## src/rtl/kda_pkg.sv

```systemverilog
package kda_pkg;

   // register map (index, byte address is 4 * index)
   localparam int CSR_ADDR_W = 5;
   localparam int CSR_DATA_W = 32;
   localparam int REG_IDX_W  = 3;

   localparam logic [REG_IDX_W-1:0] REG_ACTIVE_LOW    = 3'd0;
   localparam logic [REG_IDX_W-1:0] REG_REPORT_CODE   = 3'd1;
   localparam logic [REG_IDX_W-1:0] REG_SAMPLE_PERIOD = 3'd2;
   localparam logic [REG_IDX_W-1:0] REG_PRESS_COUNT   = 3'd3;
   localparam logic [REG_IDX_W-1:0] REG_REPEAT_COUNT  = 3'd4;
   localparam logic [REG_IDX_W-1:0] REG_RELEASE_COUNT = 3'd5;

   // field widths
   localparam int CODE_W   = 10;
   localparam int PERIOD_W = 16;
   localparam int THRESH_W = 8;

   // reset values
   localparam logic                RST_ACTIVE_LOW    = 1'b1;
   localparam logic [CODE_W-1:0]   RST_REPORT_CODE   = 10'd0;
   localparam logic [PERIOD_W-1:0] RST_SAMPLE_PERIOD = 16'd20;
   localparam logic [THRESH_W-1:0] RST_PRESS_COUNT   = 8'd6;
   localparam logic [THRESH_W-1:0] RST_REPEAT_COUNT  = 8'd18;
   localparam logic [THRESH_W-1:0] RST_RELEASE_COUNT = 8'd6;

   // default parameter values
   localparam int DEF_COUNT_BITS  = 8;
   localparam int DEF_PERIOD_BITS = 16;

   typedef enum logic [1:0] {
      EV_NONE    = 2'd0,
      EV_PRESS   = 2'd1,
      EV_REPEAT  = 2'd2,
      EV_RELEASE = 2'd3
   } kda_event_type;

   typedef struct packed {
      logic                active_low;
      logic [CODE_W-1:0]   report_code;
      logic [PERIOD_W-1:0] sample_period;
      logic [THRESH_W-1:0] press_count;
      logic [THRESH_W-1:0] repeat_count;
      logic [THRESH_W-1:0] release_count;
   } kda_cfg_type;

endpackage

```

## src/rtl/key_debounce_autorepeat_core.sv

```systemverilog
// Debouncer with autorepeat for one key pin. Send one req word per base tick
// (normally 1 ms) carrying the raw pin level; each req word yields exactly one
// rsp word, carrying the event kind (none, press, repeat, release) and the
// configured key code, or zero code when there is no event. A rising edge into
// the active level restarts a sample timer of sample_period ticks; each expiry
// takes one sample, and press, repeat and release are reported when the
// active/inactive sample counters hit their configured thresholds. The block
// takes one word per clock cycle unless the rsp side stalls: a word sits in the
// input register while the counter and timer update runs, then appears in the
// output register. Configuration registers over the csr port should be
// written only while no word is in flight.
module key_debounce_autorepeat_core #(
   parameter int COUNT_BITS  = kda_pkg::DEF_COUNT_BITS,   // sample counter width
   parameter int PERIOD_BITS = kda_pkg::DEF_PERIOD_BITS   // sample timer width
) (
   input  logic                            clock,
   input  logic                            reset,
   // input stream
   input  logic                            req_tvalid,
   output logic                            req_tready,
   input  logic [7:0]                      req_tdata,   // [0] pin_level, [7:1] zero
   // result stream
   output logic                            rsp_tvalid,
   input  logic                            rsp_tready,
   output logic [15:0]                     rsp_tdata,   // [9:0] event_code, [15:10] zero
   output logic [1:0]                      rsp_tuser,   // [1:0] event_kind
   // configuration port
   input  logic                            csr_psel,
   input  logic                            csr_penable,
   input  logic                            csr_pwrite,
   input  logic [kda_pkg::CSR_ADDR_W-1:0]  csr_paddr,
   input  logic [kda_pkg::CSR_DATA_W-1:0]  csr_pwdata,
   output logic [kda_pkg::CSR_DATA_W-1:0]  csr_prdata,
   output logic                            csr_pready
);

   kda_pkg::kda_cfg_type    cfg;
   kda_pkg::kda_event_type  kind;

   // input register
   logic                         in_valid_ff, in_valid_in;
   logic                         in_pin_ff, in_pin_in;
   // output register
   logic                         out_valid_ff, out_valid_in;
   kda_pkg::kda_event_type       out_kind_ff, out_kind_in;
   logic [kda_pkg::CODE_W-1:0]   out_code_ff, out_code_in;

   logic                         advance;

   // word moves from input register to output register when the output
   // register is empty or being drained this cycle
   assign advance    = in_valid_ff & (~out_valid_ff | rsp_tready);
   assign req_tready = ~in_valid_ff | advance;

   kda_csr u_csr (
      .clock       (clock),
      .reset       (reset),
      .csr_psel    (csr_psel),
      .csr_penable (csr_penable),
      .csr_pwrite  (csr_pwrite),
      .csr_paddr   (csr_paddr),
      .csr_pwdata  (csr_pwdata),
      .csr_prdata  (csr_prdata),
      .csr_pready  (csr_pready),
      .cfg         (cfg)
   );

   // timer, counters and event decision, updated once per advanced word
   kda_engine #(
      .COUNT_BITS  (COUNT_BITS),
      .PERIOD_BITS (PERIOD_BITS)
   ) u_engine (
      .clock (clock),
      .reset (reset),
      .cfg   (cfg),
      .step  (advance),
      .pin   (in_pin_ff),
      .kind  (kind)
   );

   always_comb begin
      // input register
      in_valid_in = in_valid_ff;
      in_pin_in   = in_pin_ff;
      if (req_tready) begin
         in_valid_in = req_tvalid;
         in_pin_in   = req_tdata[0];
      end
      // output register
      out_valid_in = out_valid_ff;
      out_kind_in  = out_kind_ff;
      out_code_in  = out_code_ff;
      if (advance) begin
         out_valid_in = 1'b1;
         out_kind_in  = kind;
         out_code_in  = (kind != kda_pkg::EV_NONE) ? cfg.report_code : '0;
      end else if (rsp_tready) begin
         out_valid_in = 1'b0;
      end
   end

   always_ff @(posedge clock) begin
      if (reset) begin
         in_valid_ff  <= 1'b0;
         out_valid_ff <= 1'b0;
      end else begin
         in_valid_ff  <= in_valid_in;
         out_valid_ff <= out_valid_in;
      end
   end

   // payload, no reset needed
   always_ff @(posedge clock) begin
      in_pin_ff   <= in_pin_in;
      out_kind_ff <= out_kind_in;
      out_code_ff <= out_code_in;
   end

   assign rsp_tvalid = out_valid_ff;
   assign rsp_tuser  = out_kind_ff;
   assign rsp_tdata  = 16'(out_code_ff);

   a_none_code_zero: assert property (@(posedge clock) disable iff (reset)
      rsp_tvalid && out_kind_ff == kda_pkg::EV_NONE |-> out_code_ff == '0)
      else $error("code present without an event");

   a_advance_fills_output: assert property (@(posedge clock) disable iff (reset)
      advance |=> out_valid_ff)
      else $error("advanced word lost");

endmodule

```

## src/rtl/kda_csr.sv

```systemverilog
module kda_csr (
   input  logic                                clock,
   input  logic                                reset,
   input  logic                                csr_psel,
   input  logic                                csr_penable,
   input  logic                                csr_pwrite,
   input  logic [kda_pkg::CSR_ADDR_W-1:0]      csr_paddr,
   input  logic [kda_pkg::CSR_DATA_W-1:0]      csr_pwdata,
   output logic [kda_pkg::CSR_DATA_W-1:0]      csr_prdata,
   output logic                                csr_pready,
   output kda_pkg::kda_cfg_type                cfg
);

   kda_pkg::kda_cfg_type           cfg_ff;
   kda_pkg::kda_cfg_type           cfg_in;
   logic                           wr_en;
   logic [kda_pkg::REG_IDX_W-1:0]  idx;

   assign csr_pready = 1'b1;
   assign wr_en      = csr_psel & csr_penable & csr_pwrite;
   assign idx        = csr_paddr[kda_pkg::CSR_ADDR_W-1:2];

   always_comb begin
      cfg_in = cfg_ff;
      if (wr_en) begin
         case (idx)
            kda_pkg::REG_ACTIVE_LOW:    cfg_in.active_low = csr_pwdata[0];
            kda_pkg::REG_REPORT_CODE:
               cfg_in.report_code = csr_pwdata[kda_pkg::CODE_W-1:0];
            kda_pkg::REG_SAMPLE_PERIOD:
               cfg_in.sample_period = csr_pwdata[kda_pkg::PERIOD_W-1:0];
            kda_pkg::REG_PRESS_COUNT:
               cfg_in.press_count = csr_pwdata[kda_pkg::THRESH_W-1:0];
            kda_pkg::REG_REPEAT_COUNT:
               cfg_in.repeat_count = csr_pwdata[kda_pkg::THRESH_W-1:0];
            kda_pkg::REG_RELEASE_COUNT:
               cfg_in.release_count = csr_pwdata[kda_pkg::THRESH_W-1:0];
            default: ;
         endcase
      end
   end

   always_ff @(posedge clock) begin
      if (reset) begin
         cfg_ff.active_low    <= kda_pkg::RST_ACTIVE_LOW;
         cfg_ff.report_code   <= kda_pkg::RST_REPORT_CODE;
         cfg_ff.sample_period <= kda_pkg::RST_SAMPLE_PERIOD;
         cfg_ff.press_count   <= kda_pkg::RST_PRESS_COUNT;
         cfg_ff.repeat_count  <= kda_pkg::RST_REPEAT_COUNT;
         cfg_ff.release_count <= kda_pkg::RST_RELEASE_COUNT;
      end else begin
         cfg_ff <= cfg_in;
      end
   end

   always_comb begin
      case (idx)
         kda_pkg::REG_ACTIVE_LOW:    csr_prdata = kda_pkg::CSR_DATA_W'(cfg_ff.active_low);
         kda_pkg::REG_REPORT_CODE:   csr_prdata = kda_pkg::CSR_DATA_W'(cfg_ff.report_code);
         kda_pkg::REG_SAMPLE_PERIOD: csr_prdata = kda_pkg::CSR_DATA_W'(cfg_ff.sample_period);
         kda_pkg::REG_PRESS_COUNT:   csr_prdata = kda_pkg::CSR_DATA_W'(cfg_ff.press_count);
         kda_pkg::REG_REPEAT_COUNT:  csr_prdata = kda_pkg::CSR_DATA_W'(cfg_ff.repeat_count);
         kda_pkg::REG_RELEASE_COUNT: csr_prdata = kda_pkg::CSR_DATA_W'(cfg_ff.release_count);
         default:                    csr_prdata = '0;
      endcase
   end

   assign cfg = cfg_ff;

endmodule

```

## src/rtl/kda_engine.sv

```systemverilog
module kda_engine #(
   parameter int COUNT_BITS  = kda_pkg::DEF_COUNT_BITS,
   parameter int PERIOD_BITS = kda_pkg::DEF_PERIOD_BITS
) (
   input  logic                  clock,
   input  logic                  reset,
   input  kda_pkg::kda_cfg_type  cfg,
   input  logic                  step,
   input  logic                  pin,
   output kda_pkg::kda_event_type kind
);

   // compare width covers both the counters and the 8-bit thresholds
   localparam int CMP_W = (COUNT_BITS > kda_pkg::THRESH_W) ? COUNT_BITS : kda_pkg::THRESH_W;

   logic                   last_active_ff, last_active_in;
   logic                   armed_ff, armed_in;
   logic [PERIOD_BITS-1:0] ticks_ff, ticks_in;
   logic                   engaged_ff, engaged_in;
   logic [COUNT_BITS-1:0]  act_ff, act_in;
   logic [COUNT_BITS-1:0]  inact_ff, inact_in;

   logic                   active;
   logic                   rise;
   logic                   expiry;
   logic [PERIOD_BITS-1:0] reload;
   logic [CMP_W:0]         press_plus;

   assign active     = cfg.active_low ? ~pin : pin;
   assign rise       = active & ~last_active_ff;
   assign expiry     = armed_ff & (ticks_ff <= PERIOD_BITS'(1));
   assign reload     = PERIOD_BITS'(cfg.sample_period);
   assign press_plus = (CMP_W+1)'(cfg.press_count) + (CMP_W+1)'(1);

   always_comb begin
      last_active_in = last_active_ff;
      armed_in       = armed_ff;
      ticks_in       = ticks_ff;
      engaged_in     = engaged_ff;
      act_in         = act_ff;
      inact_in       = inact_ff;
      kind           = kda_pkg::EV_NONE;
      if (step) begin
         last_active_in = active;
         // timer countdown
         if (armed_ff) begin
            if (expiry) begin
               armed_in = 1'b0;
               ticks_in = '0;
            end else begin
               ticks_in = ticks_ff - PERIOD_BITS'(1);
            end
         end
         if (rise) begin
            armed_in = 1'b1;
            ticks_in = reload;
         end else if (expiry) begin
            if (active)
               engaged_in = 1'b1;
            if (engaged_in) begin
               if (active)
                  act_in = act_ff + COUNT_BITS'(1);
               else
                  inact_in = inact_ff + COUNT_BITS'(1);
               if (CMP_W'(inact_in) != CMP_W'(cfg.release_count)) begin
                  armed_in = 1'b1;
                  ticks_in = reload;
               end
               if (CMP_W'(act_in) == CMP_W'(cfg.press_count)) begin
                  act_in = act_in + COUNT_BITS'(1);
                  kind   = kda_pkg::EV_PRESS;
               end else if (CMP_W'(act_in) == CMP_W'(cfg.repeat_count)) begin
                  act_in   = COUNT_BITS'(press_plus);
                  inact_in = '0;
                  kind     = kda_pkg::EV_REPEAT;
               end else if (CMP_W'(inact_in) == CMP_W'(cfg.release_count)) begin
                  act_in     = '0;
                  inact_in   = '0;
                  engaged_in = 1'b0;
                  kind       = kda_pkg::EV_RELEASE;
               end
            end
         end
      end
   end

   always_ff @(posedge clock) begin
      if (reset) begin
         last_active_ff <= 1'b0;
         armed_ff       <= 1'b1;
         ticks_ff       <= PERIOD_BITS'(kda_pkg::RST_SAMPLE_PERIOD);
         engaged_ff     <= 1'b0;
         act_ff         <= '0;
         inact_ff       <= '0;
      end else begin
         last_active_ff <= last_active_in;
         armed_ff       <= armed_in;
         ticks_ff       <= ticks_in;
         engaged_ff     <= engaged_in;
         act_ff         <= act_in;
         inact_ff       <= inact_in;
      end
   end

   a_release_disengages: assert property (@(posedge clock) disable iff (reset)
      step && kind == kda_pkg::EV_RELEASE |=> !engaged_ff)
      else $error("engine still engaged after release");

   a_press_engaged: assert property (@(posedge clock) disable iff (reset)
      step && (kind == kda_pkg::EV_PRESS || kind == kda_pkg::EV_REPEAT) |=> engaged_ff)
      else $error("press or repeat without engagement");

   a_idle_timer_zero: assert property (@(posedge clock) disable iff (reset)
      !armed_ff |-> ticks_ff == '0)
      else $error("disarmed timer holds a count");

   a_event_needs_expiry: assert property (@(posedge clock) disable iff (reset)
      step && kind != kda_pkg::EV_NONE |-> expiry && !rise)
      else $error("event outside a sample expiry");

endmodule

```

## config.mk

```make
export PLATFORM = sky130hd
export DESIGN_NAME = key_debounce_autorepeat_core
export DESIGN_NICKNAME = d
export VERILOG_FILES = /design/src/rtl/kda_pkg.sv /design/src/rtl/key_debounce_autorepeat_core.sv /design/src/rtl/kda_csr.sv /design/src/rtl/kda_engine.sv
export SDC_FILE = /design/constraint.sdc
export NUM_CORES = 1
export LEC_CHECK = 0
export BUFFER_PORTS_ARGS = -buffer_cell sky130_fd_sc_hd__buf_4
export CORE_UTILIZATION = 59
export CTS_BUF_LIST = sky130_fd_sc_hd__clkbuf_2
export CTS_CLUSTER_SIZE = 16
export DETAILED_ROUTE_END_ITERATION = 16
export PLACE_DENSITY = 0.93
export SLEW_MARGIN = 15
export SYNTH_ARGS = -nofsm -noshare
export SYNTH_HDL_FRONTEND = slang
export SYNTH_SLANG_ARGS = --single-unit
```

## constraint.sdc

```tcl
create_clock -name clock -period 3.9 [get_ports clock]
set_input_delay 0.39 -clock clock [delete_from_list [all_inputs] [get_ports clock]]
set_output_delay 0.39 -clock clock [all_outputs]
set_load 0.005 [all_outputs]
```

==> flow_summary.toml <==
[status]
status = "finished clean"

[layout]
n_fill_cell = 793
design_area_mm2 = 0.00677
seq_area_mm2 = 0.00215
drive_above_1_share = 0.134
finalNetCount = 853
multi_input_area_mm2 = 0.00364
area_growth_pct = 9.72

[setup_path]
cp_data_required_time_ns = 4.43
r2r_start = "in_pin_ff$_DFFE_PP_"
cp-start-kind = "flop"
reg2reg_setup_slack_ns = 0.28
worstPathArrival_ns = 4.15
critPathCaptureType = "flop"
ff2ff_path_depth = 8
worst-path-max-fanout = 19
r2r_end = "u_engine.act_ff[4]$_SDFFE_PP0P_"
crit_type = "flop to flop"

[detailed_routing]
dr.first_iter.drc_count = 720
viasPerCell = 6.42
drc = 0
route.vias.total = 5992
firstDrtPassIters = 5
postRouteAntennaNets = 0
wl_per_cell_um = 18.4
drt_wl_total_um = 17200

[hold_path]
hold_path.class = "primary input to flop"
holdPathEnd = "u_csr.cfg[26]$_SDFFE_PP1P_"
min_delay_path_depth = 3
min-delay-start = "csr_pwdata[2]"

[cts]
cts_resized = 0
cts_sinks = 101
clock_latency_ns = 0.63
ctsLongestPathBuffers = 2
post-cts-setup-buffer-count = 0
path_clk_slew_ns = 0.30
cts_tree = "built"
cts_max_level = 3
root_buffer = "clkbuf_2"
cts_buffers = 9
postCtsHoldBufs = 12

[global_routing]
antenna_found_initial = 1
grt_use_total = 0.317
grt_max_degree = 60
grt_pass1_wl_um = 27400
first_global_vias = 5443
grt_overflow = 0

[timing]
fin_ws_ns = 0.281
min_period_ns = 3.62
finClkSkew_ns = 0.0471
setup_viol = 0
fmax_ghz = 0.276
relSlewSlack = 0.365
max_slew.worst_pin.slew_ns = 0.948
fin_tns_setup_ns = 0
slew_violations = 0
period_share = 0.928
rsz0062_at_grt = "no"
finalHoldViolCount = 0

[synth]
syn_area_mm2 = 0.00617
yosys-top-cells-area = "dfxtp_1 29%, mux2i_1 7.6%, edfxtp_1 6.3%, nor2_1 5.2%, xnor2_1 5.0%"
synth_edf_count = 13
synth_cells = 756
synth_seq_cells = 101
synth_top_area_frac = 0.286
yosys_warnings = 0
ys.flop_type = "dfxtp_1"
synth_area_per_cell_um2 = 8.16
synth_top_area_cell = "dfxtp_1"
ys_seq_area_frac = 0.349
async_flop_share = 0
ys_types = 69

[floorplanning]
die_y_um = 104
row_count = 36
die_w_um = 104
die_area_mm2 = 0.0109
io_pins = 105
coreArea_mm2 = 0.00995
start_util = 0.620

[power]
leakage_uw = 0.00255
power_uw = 1820
power_density_mw_per_mm2 = 269
peakVddDrop_mv = 0.178

[placement]
io_buffers = 56
gp_congestion = 0.975
placed_area_mm2 = 0.00653
dp_hpwl_um = 12300
preCtsSetupSlack_ns = 0.426

[run]
max_cap_violations = 0
==> Yosys cell counts, drive strengths merged (4+ instances only) <==
master / count
o31ai: 5
o211ai: 6
nand3: 25
mux2: 6
nor4: 9
and2: 4
clkbuf: 38
nor2: 85
or4: 5
o21ai: 42
nand4: 5
o22ai: 7
a31oi: 4
or3: 5
buf: 36
ha: 6
mux2i: 47
nor3: 25
edfxtp: 13
and3: 28
dfxtp: 88
nor2b: 10
a21oi: 56
xnor2: 37
a22oi: 9
nand2: 73
nand2b: 6
inv: 14
o32ai: 4
a221oi: 6
xor2: 13
a211oi: 7
==> power by group <==
group | internal, uW | switching [uW] | leakage (uW) | total [uW]
Combinational | 88.1 | 137 | 0.00164 | 225
Sequential | 1080 | 19.5 | 0.000840 | 1090
Clock | 103 | 396 | 0.0000726 | 499
==> worst max-delay path: stages, from the launching register on <==
cell and delay [ns]:
edfxtp_1 0.52, xnor2_2 0.76, nor3_1 0.27, o311ai_0 0.50, a2111oi_2 0.13, and3_1 0.34, nor3_2 0.57, a21oi_1 0.17
o32ai_1 0.28
==> sequential cells by signal, indices dropped and copies added (netlist names) <==
name                     cells
u_engine.last_active_ff      1
u_engine.engaged_ff          1
u_engine.inact_ff            8
u_engine.act_ff              8
rsp_tvalid                   1
u_engine.armed_ff            1
out_code_ff                 10
u_engine.ticks_ff           16
in_valid_ff                  1
u_csr.cfg                   51
in_pin_ff                    1
rsp_tuser                    2
==> stage by stage <==
| stage | hold WS, ns | cells | utilization |
|---|---|---|---|
| 2_1_floorplan | 0.444 | 777 | - |
| 3_3_place_gp | 0.461 | 905 | 0.656 |
| 3_5_place_dp | 0.476 | 905 | 0.656 |
| 4_1_cts | 0.0292 | 933 | 0.680 |
| 5_1_grt | 0.00200 | 934 | 0.680 |
| 6_report | 0.0292 | 934 | 0.680 |
==> routing by layer <==
| metal | wire [um] | global-route usage | part of all wire | vias to the layer above |
|---|---|---|---|---|
| li1 | - | - | - | 2720 |
| met1 | 6670 | 0.418 | 0.39 | 2767 |
| met2 | 7880 | 0.506 | 0.46 | 447 |
| met3 | 2110 | 0.0633 | 0.12 | 58 |
| met4 | 509 | 0.129 | 0.030 | 0 |
| met5 | 0 | 0 | 0 | - |
==> layout by cell type, fill, tap and decap left out, types with 7 or more instances in the layout <==
cell,Yosys,final
nor2_1,85,85
xnor2_1,35,35
o21ai_0,41,41
conb_1,2,23
nand2_1,73,73
nor3_1,24,24
nor2b_1,10,10
mux2i_1,47,47
nor4_1,7,7
clkbuf_2,2,9
nand3_1,24,24
dlygate4sd3_1,0,12
a21oi_1,56,56
inv_1,14,14
buf_4,27,69
dfxtp_1,88,88
xor2_1,13,13
and3_1,28,28
a22oi_1,9,9
edfxtp_1,13,13
o22ai_1,7,7
==> kinds of logic (layout without fill, tap and decap cells) <==
family / count (synthesis) / in the layout / synth area share
muxes: 53 / 53 / 0.0872
buffers and inverters: 89 / 112 / 0.0742
and+or+nand+nor: 288 / 288 / 0.227
other: 2 / 24 / 0.00122
adders and majority gates: 6 / 6 / 0.0122
DFF: 101 / 101 / 0.349
xor gates and xnor gates: 51 / 51 / 0.0771
AOI/OAI and AO/OA: 166 / 166 / 0.173
==> how the worst max path moves through the flow <==
stage                                         start  depth (start not counted)                                end  slack [ns]
detailed placement              in_pin_ff$_DFFE_PP_                          8    u_engine.act_ff[4]$_SDFFE_PP0P_        0.43
CTS                             in_pin_ff$_DFFE_PP_                          8    u_engine.act_ff[4]$_SDFFE_PP0P_        0.34
finish                          in_pin_ff$_DFFE_PP_                          8    u_engine.act_ff[4]$_SDFFE_PP0P_        0.28
global placement    u_engine.act_ff[1]$_SDFFE_PP0P_                          9  u_engine.inact_ff[4]$_SDFFE_PP0P_        0.59
floorplan           u_engine.act_ff[1]$_SDFFE_PP0P_                         10    u_engine.act_ff[4]$_SDFFE_PP0P_        1.14
global route                    in_pin_ff$_DFFE_PP_                          8    u_engine.act_ff[4]$_SDFFE_PP0P_        0.04
==> area by class of cell <==
type | count | area share
diodes | 1 | 0.000370
clock buffers | 9 | 0.00666
well taps | 133 | 0.0246
repair buffers | 81 | 0.0943
inverters | 15 | 0.00832
clock inverters | 7 | 0.0104
multi-input cells | 587 | 0.537
flip-flops and latches | 101 | 0.318
No activity file was read; power rests on OpenSTA's default activity.
